[config.mk]
export PLATFORM = sky130hd
export DESIGN_NAME = credit_return_batcher
export DESIGN_NICKNAME = d
export VERILOG_FILES = /design/src/rtl/crb_pkg.sv /design/src/rtl/crb_ctrl.sv /design/src/rtl/crb_datapath.sv /design/src/rtl/credit_return_batcher.sv
export SDC_FILE = /design/constraint.sdc
export NUM_CORES = 1
export LEC_CHECK = 0
export BUFFER_PORTS_ARGS = -buffer_cell sky130_fd_sc_hd__clkbuf_2
export CAP_MARGIN = 20
export CORE_MARGIN = 5
export CORE_UTILIZATION = 46
export DETAILED_ROUTE_END_ITERATION = 16
export MAX_ROUTING_LAYER = met4
export PLACE_DENSITY = 0.75
export SLEW_MARGIN = 40
export SYNTH_ARGS = -nofsm -noshare
export SYNTH_HDL_FRONTEND = slang
export SYNTH_SLANG_ARGS = --single-unit
[constraint.sdc]
create_clock -name clk -period 12.2 [get_ports clk]
set_clock_uncertainty 0.2 [all_clocks]
set_input_delay 1.83 -clock clk [delete_from_list [all_inputs] [get_ports clk]]
set_output_delay 1.83 -clock clk [all_outputs]
set_load 0.02 [all_outputs]
[src/rtl/crb_pkg.sv]
`timescale 1ns / 1ps
// types, codes and constants of the credit return batcher
// no dependencies; used by every module of the block
package crb_pkg;

  localparam int unsigned NUM_CH        = 3;
  localparam int unsigned BATCH_MAX_DEF = 32;

  // item commands
  localparam logic [1:0] CMD_COMPLETE = 2'd0;
  localparam logic [1:0] CMD_FLUSH    = 2'd1;
  localparam logic [1:0] CMD_CLEAR    = 2'd2;

  // result kinds
  localparam logic [1:0] KIND_STATUS  = 2'd0;
  localparam logic [1:0] KIND_UPDATE  = 2'd1;
  localparam logic [1:0] KIND_SUMMARY = 2'd2;
  localparam logic [1:0] KIND_ACK     = 2'd3;

  // status codes
  localparam logic [1:0] ST_OK       = 2'd0;
  localparam logic [1:0] ST_BADARG   = 2'd1;
  localparam logic [1:0] ST_BADSTATE = 2'd2;

  // configuration register indexes
  localparam logic [1:0] CFG_SESSION     = 2'd0;
  localparam logic [1:0] CFG_ENABLE      = 2'd1;
  localparam logic [1:0] CFG_INIT_CREDIT = 2'd2;

  typedef struct packed {
    logic [1:0]  command;
    logic [31:0] session_tag;
    logic [1:0]  channel_index;
    logic [31:0] units;
    logic        backend_failed;
    logic [2:0]  send_ok_mask;
  } item_t;

  typedef struct packed {
    logic [1:0]  kind;
    logic [1:0]  status;
    logic [1:0]  out_channel;
    logic [31:0] credit_units;
    logic [31:0] failures_drained;
    logic        wake;
    logic        retry;
    logic        last;
  } result_t;

  // controller to datapath
  typedef struct packed {
    logic latch;
    logic prep;
    logic commit;
    logic flush_start;
    logic scan_step;
    logic summary;
  } ctl_cmd_t;

  // datapath to controller
  typedef struct packed {
    logic is_flush;
    logic out_free;
    logic scan_emit;
    logic scan_last;
  } ctl_stat_t;

endpackage

[src/rtl/crb_ctrl.sv]
`timescale 1ns / 1ps
// sequencing state machine of the credit return batcher
// depends on crb_pkg; drives crb_datapath through ctl_cmd_t
module crb_ctrl (
  input  logic                clk,
  input  logic                rst,
  input  logic                item_valid,
  input  crb_pkg::ctl_stat_t  stat,
  output crb_pkg::ctl_cmd_t   cmd,
  output logic                busy
);

  typedef enum logic [2:0] {
    S_IDLE,
    S_DECODE,
    S_COMMIT,
    S_SCAN,
    S_SUMMARY
  } state_t;

  state_t state, state_next;

  always_ff @(posedge clk) begin
    if (rst) begin
      state <= S_IDLE;
    end else begin
      state <= state_next;
    end
  end

  assign busy = (state != S_IDLE);

  always_comb begin
    cmd        = '0;
    state_next = state;
    case (state)
      S_IDLE: begin
        if (item_valid) begin
          cmd.latch  = 1'b1;
          state_next = S_DECODE;
        end
      end
      S_DECODE: begin
        if (stat.is_flush) begin
          cmd.flush_start = 1'b1;
          state_next      = S_SCAN;
        end else begin
          cmd.prep   = 1'b1;
          state_next = S_COMMIT;
        end
      end
      S_COMMIT: begin
        if (stat.out_free) begin
          cmd.commit = 1'b1;
          state_next = S_IDLE;
        end
      end
      S_SCAN: begin
        // hold only when this channel emits and the output is occupied
        if (!stat.scan_emit || stat.out_free) begin
          cmd.scan_step = 1'b1;
          if (stat.scan_last) begin
            state_next = S_SUMMARY;
          end
        end
      end
      S_SUMMARY: begin
        if (stat.out_free) begin
          cmd.summary = 1'b1;
          state_next  = S_IDLE;
        end
      end
      default: begin
        state_next = S_IDLE;
      end
    endcase
  end

endmodule

[src/rtl/crb_datapath.sv]
`timescale 1ns / 1ps
// counters, configuration registers and output register of the batcher
// depends on crb_pkg; commanded by crb_ctrl
module crb_datapath #(
  parameter int unsigned BATCH_MAX = crb_pkg::BATCH_MAX_DEF
) (
  input  logic               clk,
  input  logic               rst,
  input  crb_pkg::ctl_cmd_t  cmd,
  output crb_pkg::ctl_stat_t stat,
  input  crb_pkg::item_t     item,
  input  logic               cfg_we,
  input  logic [1:0]         cfg_index,
  input  logic [31:0]        cfg_data,
  output logic               result_valid,
  input  logic               result_stall,
  output crb_pkg::result_t   result
);

  localparam int unsigned BW        = $clog2(BATCH_MAX + 1);
  localparam logic [31:0] BATCH_M32 = 32'(BATCH_MAX);
  localparam logic [BW-1:0] BATCH_RST = BW'(BATCH_MAX);
  localparam int unsigned CW        = $clog2(crb_pkg::NUM_CH);
  localparam logic [CW-1:0] CH_LAST = CW'(crb_pkg::NUM_CH - 1);

  // configuration
  logic [31:0]   session;
  logic          enabled;
  logic [BW-1:0] batch_size;

  // pending state
  logic [31:0] pend [crb_pkg::NUM_CH];
  logic [31:0] failures;
  logic        wake_q;

  // latched item and per-item working registers
  crb_pkg::item_t it;
  logic [31:0]    sum_reg;
  logic [1:0]     stat_reg;
  logic [31:0]    drained;
  logic           retry;
  logic [CW-1:0]  scan_ch;

  logic [CW-1:0]  ch_sel;
  logic [32:0]    raw_sum;
  logic [1:0]     stat_next;
  logic           wake_hit;
  logic           send_ok;
  logic           out_free;
  logic           load;
  crb_pkg::result_t res_next;

  assign ch_sel   = (it.channel_index < CW'(crb_pkg::NUM_CH)) ? it.channel_index[CW-1:0]
                                                            : '0;
  assign raw_sum  = {1'b0, pend[ch_sel]} + {1'b0, it.units};
  assign wake_hit = !wake_q && (sum_reg >= {{(32 - BW){1'b0}}, batch_size});
  assign send_ok  = (session != '0) && it.send_ok_mask[scan_ch];
  assign out_free = !result_valid || !result_stall;

  always_comb begin
    if (it.units == '0 || it.channel_index >= 2'(crb_pkg::NUM_CH)) begin
      stat_next = crb_pkg::ST_BADARG;
    end else if (!enabled || session == '0 || it.session_tag != session) begin
      stat_next = crb_pkg::ST_BADSTATE;
    end else begin
      stat_next = crb_pkg::ST_OK;
    end
  end

  assign stat.is_flush  = (it.command == crb_pkg::CMD_FLUSH);
  assign stat.out_free  = out_free;
  assign stat.scan_emit = (pend[scan_ch] != '0) && send_ok;
  assign stat.scan_last = (scan_ch == CH_LAST);

  // result assembled for whichever step loads the output
  always_comb begin
    res_next = '0;
    load     = 1'b0;
    if (cmd.commit) begin
      load          = 1'b1;
      res_next.last = 1'b1;
      case (it.command)
        crb_pkg::CMD_COMPLETE: begin
          res_next.kind   = crb_pkg::KIND_STATUS;
          res_next.status = stat_reg;
          res_next.wake   = (stat_reg == crb_pkg::ST_OK) && wake_hit;
        end
        crb_pkg::CMD_CLEAR: begin
          res_next.kind = crb_pkg::KIND_ACK;
        end
        default: begin
          res_next.kind   = crb_pkg::KIND_STATUS;
          res_next.status = crb_pkg::ST_BADARG;
        end
      endcase
    end else if (cmd.scan_step && stat.scan_emit) begin
      load                  = 1'b1;
      res_next.kind         = crb_pkg::KIND_UPDATE;
      res_next.out_channel  = 2'(scan_ch);
      res_next.credit_units = pend[scan_ch];
    end else if (cmd.summary) begin
      load                      = 1'b1;
      res_next.kind             = crb_pkg::KIND_SUMMARY;
      res_next.failures_drained = drained;
      res_next.retry            = retry;
      res_next.last             = 1'b1;
    end
  end

  // configuration registers
  always_ff @(posedge clk) begin
    if (rst) begin
      session    <= '0;
      enabled    <= 1'b0;
      batch_size <= BATCH_RST;
    end else if (cfg_we) begin
      case (cfg_index)
        crb_pkg::CFG_SESSION: begin
          session <= cfg_data;
        end
        crb_pkg::CFG_ENABLE: begin
          enabled <= cfg_data[0];
        end
        crb_pkg::CFG_INIT_CREDIT: begin
          if (cfg_data == '0 || cfg_data > BATCH_M32) begin
            batch_size <= BATCH_RST;
          end else begin
            batch_size <= cfg_data[BW-1:0];
          end
        end
        default: begin
        end
      endcase
    end
  end

  // item latch and working registers
  always_ff @(posedge clk) begin
    if (cmd.latch) begin
      it <= item;
    end
    if (cmd.prep) begin
      stat_reg <= stat_next;
      sum_reg  <= raw_sum[32] ? '1 : raw_sum[31:0];
    end
    if (cmd.flush_start) begin
      drained <= failures;
      retry   <= 1'b0;
      scan_ch <= '0;
    end
    if (cmd.scan_step) begin
      scan_ch <= scan_ch + CW'(1);
      if (pend[scan_ch] != '0 && !send_ok) begin
        retry <= 1'b1;
      end
    end
  end

  // pending state
  always_ff @(posedge clk) begin
    if (rst) begin
      for (int i = 0; i < crb_pkg::NUM_CH; i++) begin
        pend[i] <= '0;
      end
      failures <= '0;
      wake_q   <= 1'b0;
    end else begin
      if (cmd.flush_start) begin
        failures <= '0;
        wake_q   <= 1'b0;
      end
      if (cmd.scan_step && stat.scan_emit) begin
        pend[scan_ch] <= '0;
      end
      if (cmd.commit) begin
        if (it.command == crb_pkg::CMD_COMPLETE && stat_reg == crb_pkg::ST_OK) begin
          pend[ch_sel] <= sum_reg;
          if (it.backend_failed && failures != '1) begin
            failures <= failures + 32'd1;
          end
          if (wake_hit) begin
            wake_q <= 1'b1;
          end
        end else if (it.command == crb_pkg::CMD_CLEAR) begin
          for (int i = 0; i < crb_pkg::NUM_CH; i++) begin
            pend[i] <= '0;
          end
          failures <= '0;
          wake_q   <= 1'b0;
        end
      end
    end
  end

  // output register
  always_ff @(posedge clk) begin
    if (rst) begin
      result_valid <= 1'b0;
    end else if (load) begin
      result_valid <= 1'b1;
    end else if (!result_stall) begin
      result_valid <= 1'b0;
    end
  end

  always_ff @(posedge clk) begin
    if (load) begin
      result <= res_next;
    end
  end

endmodule

[src/rtl/credit_return_batcher.sv]
`timescale 1ns / 1ps
// a completion, clear or unknown item is latched, decoded, then committed to the output;
//   a flush is latched, decoded, visits three channels, loads a summary; commit, emitting
//   visits and summary wait on a stalled output; a new item is taken once the last is done;
// the single output register lets the next item in while the last result waits
// reset: synchronous rst clears counts, failure count, wake flag, session, enable and output
//   valid and sets batch size to BATCH_MAX; items and register writes are held off in reset
module credit_return_batcher #(
  parameter int unsigned BATCH_MAX = crb_pkg::BATCH_MAX_DEF
) (
  input  logic             clk,
  input  logic             rst,
  // item channel
  input  logic             item_valid,
  output logic             item_stall,
  input  crb_pkg::item_t   item,
  // result channel
  output logic             result_valid,
  input  logic             result_stall,
  output crb_pkg::result_t result,
  // configuration write channel
  input  logic             cfg_valid,
  output logic             cfg_ready,
  input  logic [1:0]       cfg_index,
  input  logic [31:0]      cfg_data
);

  crb_pkg::ctl_cmd_t  cmd;
  crb_pkg::ctl_stat_t stat;
  logic               busy;

  // an item is taken only in idle and out of reset; the controller latches it on that edge
  assign item_stall = busy | rst;

  // registers are written only while idle and out of reset
  assign cfg_ready = !busy && !rst;

  // controller: decode, commit, channel scan and summary steps
  crb_ctrl u_ctrl (
    .clk        (clk),
    .rst        (rst),
    .item_valid (item_valid),
    .stat       (stat),
    .cmd        (cmd),
    .busy       (busy)
  );

  // datapath: pending counters, failure count, wake flag and output register
  crb_datapath #(
    .BATCH_MAX (BATCH_MAX)
  ) u_dp (
    .clk          (clk),
    .rst          (rst),
    .cmd          (cmd),
    .stat         (stat),
    .item         (item),
    .cfg_we       (cfg_valid & cfg_ready),
    .cfg_index    (cfg_index),
    .cfg_data     (cfg_data),
    .result_valid (result_valid),
    .result_stall (result_stall),
    .result       (result)
  );

endmodule

# ---- After elaboration in Yosys (flattened, before gate mapping)
# Memory sizes are Yosys's and may differ from the RTL's. A register that Yosys moved wholly into a read port is not among the register bits.
# Index checks and enable logic that the tools add are counted.
dict set report totals {
  ff_bits 290
  mem_bits_rw 96
  in_bits 111
  output_inout_bits 76
  word_cells 175
  n_memories 1
}
# memory depth width read_ports rd_ports_with_merged_regs wr line
set mem_list {}
lappend mem_list {u_dp.pend 3 32 2 1 3 crb_datapath.sv:32} ;# logic [31:0] pend [crb_pkg::NUM_CH];
dict set report classes {
  n_addsub 3
  magnitude_cmp 5
  eq_ne 16
  muxes 73
  bitwise_logic 7
  n_reduce_logical 44
}
# cell n
set op_table {}
lappend op_table {{$mux W32} 10}
lappend op_table {{$logic_not A32 Y1} 3}
lappend op_table {{$reduce_bool A32 Y1} 2}
lappend op_table {{$reduce_or A32 Y1} 2}
lappend op_table {{$mux W1} 44}
lappend op_table {{$add A32 B32 Y33} 1}
lappend op_table {{$add A32 B1 Y32 const B} 1}
lappend op_table {{$ge A32 B6 Y1} 1}
lappend op_table {{$gt A32 B6 Y1 const B} 1}
lappend op_table {{$ne A32 B32 Y1} 1}
lappend op_table {{$ne A32 B32 Y1 const B} 1}
lappend op_table {{$mux W2} 11}
lappend op_table {{$mux W3} 4}
lappend op_table {{$pmux W3 S4} 1}
lappend op_table {{$logic_and A1 B1 Y1} 9}
lappend op_table {{$logic_not A1 Y1} 8}
lappend op_table {{$reduce_and A2 Y1} 4}
lappend op_table {{$eq A2 B2 Y1 const B} 3}
lappend op_table {{$eq A3 B2 Y1 const B} 2}
lappend op_table {{$logic_not A2 Y1} 3}
lappend op_table {{$logic_or A1 B1 Y1} 6}
lappend op_table {{$mux W6} 1}
lappend op_table {{$ne A2 B1 Y1 const B} 3}
lappend op_table {{$eq A2 B1 Y1 const B} 2}
lappend op_table {{other kinds (18)} 24}

# ---- Longest topological paths before layout
dict set report logic_depth {
  depth_word 15
  depth_mapped 18
}

# ---- By module
# Synthesis repeated with hierarchy kept, for this count alone.
dict set report unflattened {
  cells_unflattened 1580
  area_unflattened_um2 19832.8
}
# mod instances cells_each area_per_inst_um2 seq_area_each_um2
set modules_own_cells {}
lappend modules_own_cells {crb_datapath 1 1545 19562.5 11761.3}
lappend modules_own_cells {crb_ctrl 1 32 252.7 60.1}
lappend modules_own_cells {credit_return_batcher 1 3 17.5 0.0}

# ---- Worst setup path after synthesis
# OpenSTA, ideal clock, no wires.
dict set report synth_timing {
  path_kind {in2reg}
  startpoint {input result_stall}
  endpoint {memory u_dp.pend[1][0], enable pin}
  setup_ns 0.466
  t_arrival_ns 5.396
  setup_slack_ns 6.139
  stages 6
  path_cell_list {a21oi_1 nand2_1 or3_1 nor2_1 a31oi_1 o21ai_0}
}
# item line
set synth_lines {}
lappend synth_lines {{from (decl)} credit_return_batcher.sv:19} ;# input logic result_stall,
lappend synth_lines {{to (decl)} crb_datapath.sv:32}

==> reports/qor.yml <==
ys_dominant_reg_cell: "sky130_fd_sc_hd__edfxtp_1"
hold_slack_ns: 0.258
effective_utilization_at_floorplan_pct: 46.6
synth_cell_type_count: 77
clk-insertion-delay-late_ns: 0.58
route.detailed.vias_per_inst: 5.66
largest_register_ffs: 128
first_global_vias: 13200
worstSetupPathType: "input pin to flip-flop"
seq_power_share_pct: 48.6
synth.yosys.warnings: 0
number_of_antenna_violations_at_the_first_check_in_global_routing: 0
unrepaired_setup_endpoints_after_global_routing: "false"
cts_htree_levels: 2
power.share.switching_pct: 24.8
wirelength_um: 47100
power_frac_comb_pct: 12.0
totalNegativeSetupSlack_ns: 0
cts_root_buffer: "sky130_fd_sc_hd__clkbuf_16"
cp.arrival_ns: 5.24
ctsResizeCount: 0
timing_worst_slew_pin_value_ns: 0.830
remaining_drc_errors: 0
tritoncts_num_sinks: 420
fp.coreArea_um2: 40900
synth_enable_flop_cells: 341
reg2regPathDepth: 16
layout.filler_cells: 3470
drt-pass1-iter-count: 6
die_area_um2: 45600
synth_cells: 1626
dp.final_hpwl_um: 34200
fmax_mhz: 192
gp_routability_congestion: 0.878
grt_first_pass_wirelength_um: 73200
timing.max_slew.rel_slack_pct: 44.2
async_reset_ff_share_pct: 0
startpoint_type: "input pin"
clk_transition_reported_paths_ns: 0.06
netSwitchingPower_w: 0.000858
tritoncts.num_buffers: 45
total_via_count_in_the_routed_design: 13600
yosysSeqAreaShare_pct: 62.0
min-delay-path-class: "flip-flop to flip-flop"
drt.antenna.violating_nets: 0
worstSetupEndpointType: "flip-flop"
share_clk_of_total_power_pct: 39.5
wl_per_cell_um: 19.6
status: "complete, no violations"
largestRegisters: "u_dp.pend: 128 flops, u_dp.result: 73 flops, u_dp.it: 72 flops"
post-cts-setup-buffers: 0
drt_iter0_markers: 1405
maxCapViolCount: 0
cts_hold_repair.buffers: 0
syn2layout_area_growth_pct: 16.4
worst_ir_drop_vdd_mv: 0.102
power_report.internal_total_w: 0.00260
io_buffers: 186
num_antenna_cells: 0
syn_avg_cell_area_um2: 11.7
die-width_um: 214
setup_viol_count_final: 0
cp.required_ns: 12.24
standard_cell_row_count: 74
power-per-cell-area_nw_per_um2: 156
most_frequent_cell_on_critical_path: "sky130_fd_sc_hd__buf_4"
fin_nets: 1992
maxSlewViolCount: 0
critPathMaxStageDelay_ns: 0.62
clock_tree.buffer_depth: 3
grt_start_max_net_pins: 74
hold_path_stages: 2
clock_period_minus_final_worst_setup_slack_ns: 5.20
drive_gt1_share_pct: 18.2
layout.core_utilization_pct: 54.2
crit_slowest_cell: "sky130_fd_sc_hd__o21ai_2"
cts_tree: "yes"
num_io_pins: 187
netlist_area_um2: 19100
cp_max_fo: 36
static-leakage-power_nw: 8.60
grt_util_all_layers_pct: 20.9
fp.dieH_um: 214
crit_path_cell_trace: "clkbuf_2 > a21oi_4 > nand2_1 > or3_1 > nor2_1 > a31oi_2 > buf_4 > o21ai_2 > buf_4"
final_hold_viol_count: 0
globalRouteOverflowTotal: 0
registers.top_by_ff_count: "u_dp.pend"
final_min_period_over_clock_period_pct: 42.6
ys_ff_latch: 420
==> power groups by stage <==
stage	Sequential [W]	Clock (W)	Combinational, W
2_1_floorplan	0.00170	0	0.000276
3_5_place_dp	0.00171	0	0.000408
3_3_place_gp	0.00170	0	0.000396
6_report	0.00168	0.00136	0.000413
5_1_grt	0.00168	0.00145	0.000455
4_1_cts	0.00168	0.00139	0.000410
==> worst max-delay path: cells and delay by family <==
family / cells / cell delay [ns]
AOI/OAI and AO/OA: 3 / 1.24
and+or+nand+nor: 3 / 1.40
buffers and inverters: 3 / 0.75
==> final timing paths <==
path	end	from	slack, ns
worst min register to register	u_dp.retry	u_dp.retry	0.26
worst max-delay path	u_dp.pend[1][21]	result_stall	7.00
worst min-delay path	u_dp.retry	u_dp.retry	0.26
worst max register to register	u_dp.sum_reg[31]	u_dp.it[36]	7.42
==> per-stage QoR <==
stage | instances | setup slack (ns) | instance area, um^2 | power [W]
final | 2405 | 7.00 | 22200 | 0.00346
after global placement | 2325 | 6.18 | 20700 | 0.00210
after floorplan | 1657 | 6.14 | 19200 | 0.00198
after global routing | 2405 | 6.72 | 22200 | 0.00359
after CTS | 2405 | 6.88 | 22200 | 0.00348
after detailed placement | 2325 | 6.26 | 20700 | 0.00212
==> layout by cell type, fill, tap and decap left out, types with 46 or more instances in the layout <==
master                       n
sky130_fd_sc_hd__a21oi_1    92
sky130_fd_sc_hd__and2_1     66
sky130_fd_sc_hd__and3_1     51
sky130_fd_sc_hd__clkbuf_2  186
sky130_fd_sc_hd__dfxtp_1    77
sky130_fd_sc_hd__edfxtp_1  341
sky130_fd_sc_hd__inv_1      58
sky130_fd_sc_hd__nand2_1   176
sky130_fd_sc_hd__nor2_1    204
sky130_fd_sc_hd__nor4_1     46
sky130_fd_sc_hd__o21ai_0    60
==> logic make-up after synthesis <==
family	share of synthesized area [%]
AOI/OAI and AO/OA	8.51
xor gates and xnor gates	2.48
adders and majority gates	2.73
buffers and inverters	2.70
DFF	62.0
muxes	4.10
other	0.0197
and+or+nand+nor	17.4
==> cells in the mapped netlist, types with 5 or more instances <==
| library cell | instances | area [um^2] |
|---|---|---|
| sky130_fd_sc_hd__a211oi_1 | 7 | 52.6 |
| sky130_fd_sc_hd__a21o_1 | 10 | 75.1 |
| sky130_fd_sc_hd__a21oi_1 | 94 | 470 |
| sky130_fd_sc_hd__a22oi_1 | 7 | 52.6 |
| sky130_fd_sc_hd__a311oi_1 | 5 | 43.8 |
| sky130_fd_sc_hd__a31oi_1 | 5 | 31.3 |
| sky130_fd_sc_hd__and2_1 | 66 | 413 |
| sky130_fd_sc_hd__and3_1 | 52 | 325 |
| sky130_fd_sc_hd__buf_2 | 13 | 65.1 |
| sky130_fd_sc_hd__clkbuf_1 | 52 | 195 |
| sky130_fd_sc_hd__dfxtp_1 | 79 | 1580 |
| sky130_fd_sc_hd__edfxtp_1 | 341 | 10200 |
| sky130_fd_sc_hd__ha_1 | 40 | 500 |
| sky130_fd_sc_hd__inv_1 | 59 | 221 |
| sky130_fd_sc_hd__mux2i_1 | 5 | 50.1 |
| sky130_fd_sc_hd__mux4_2 | 32 | 721 |
| sky130_fd_sc_hd__nand2_1 | 176 | 661 |
| sky130_fd_sc_hd__nand2b_1 | 10 | 62.6 |
| sky130_fd_sc_hd__nand3_1 | 26 | 130 |
| sky130_fd_sc_hd__nand4_1 | 24 | 150 |
| sky130_fd_sc_hd__nor2_1 | 205 | 769 |
| sky130_fd_sc_hd__nor2b_1 | 9 | 56.3 |
| sky130_fd_sc_hd__nor3_1 | 19 | 95.1 |
| sky130_fd_sc_hd__nor4_1 | 47 | 294 |
| sky130_fd_sc_hd__o211ai_1 | 6 | 45.0 |
| sky130_fd_sc_hd__o21a_1 | 8 | 60.1 |
| sky130_fd_sc_hd__o21ai_0 | 63 | 315 |
| sky130_fd_sc_hd__o22ai_1 | 32 | 200 |
| sky130_fd_sc_hd__o31ai_1 | 6 | 45.0 |
| sky130_fd_sc_hd__or3_1 | 6 | 37.5 |
| sky130_fd_sc_hd__or4_1 | 6 | 45.0 |
| sky130_fd_sc_hd__xnor2_1 | 28 | 245 |
| sky130_fd_sc_hd__xor2_1 | 26 | 228 |
==> per-layer routing <==
metal	part of all wire [%]	vias to the layer above	track usage, %	wire [um]
met1	43	6565	29.4	20200
met5	0	-	-	0
met4	2.5	0	5.92	1190
met2	47	585	31.9	21900
li1	-	6388	-	-
met3	8.1	82	3.47	3800
==> final cells by class <==
cell class              instances  area (um^2)  share of cell area, %
flip-flops and latches        420        11800                   53.3
multi-input cells            1109         6920                   31.2
clock buffers                  55         1210                   5.47
repair buffers                205         1080                   4.87
well taps                     532          666                   3.00
clock inverters                25          265                   1.20
inverters                      59          221                  0.998
No activity file was read; power rests on OpenSTA's default activity.
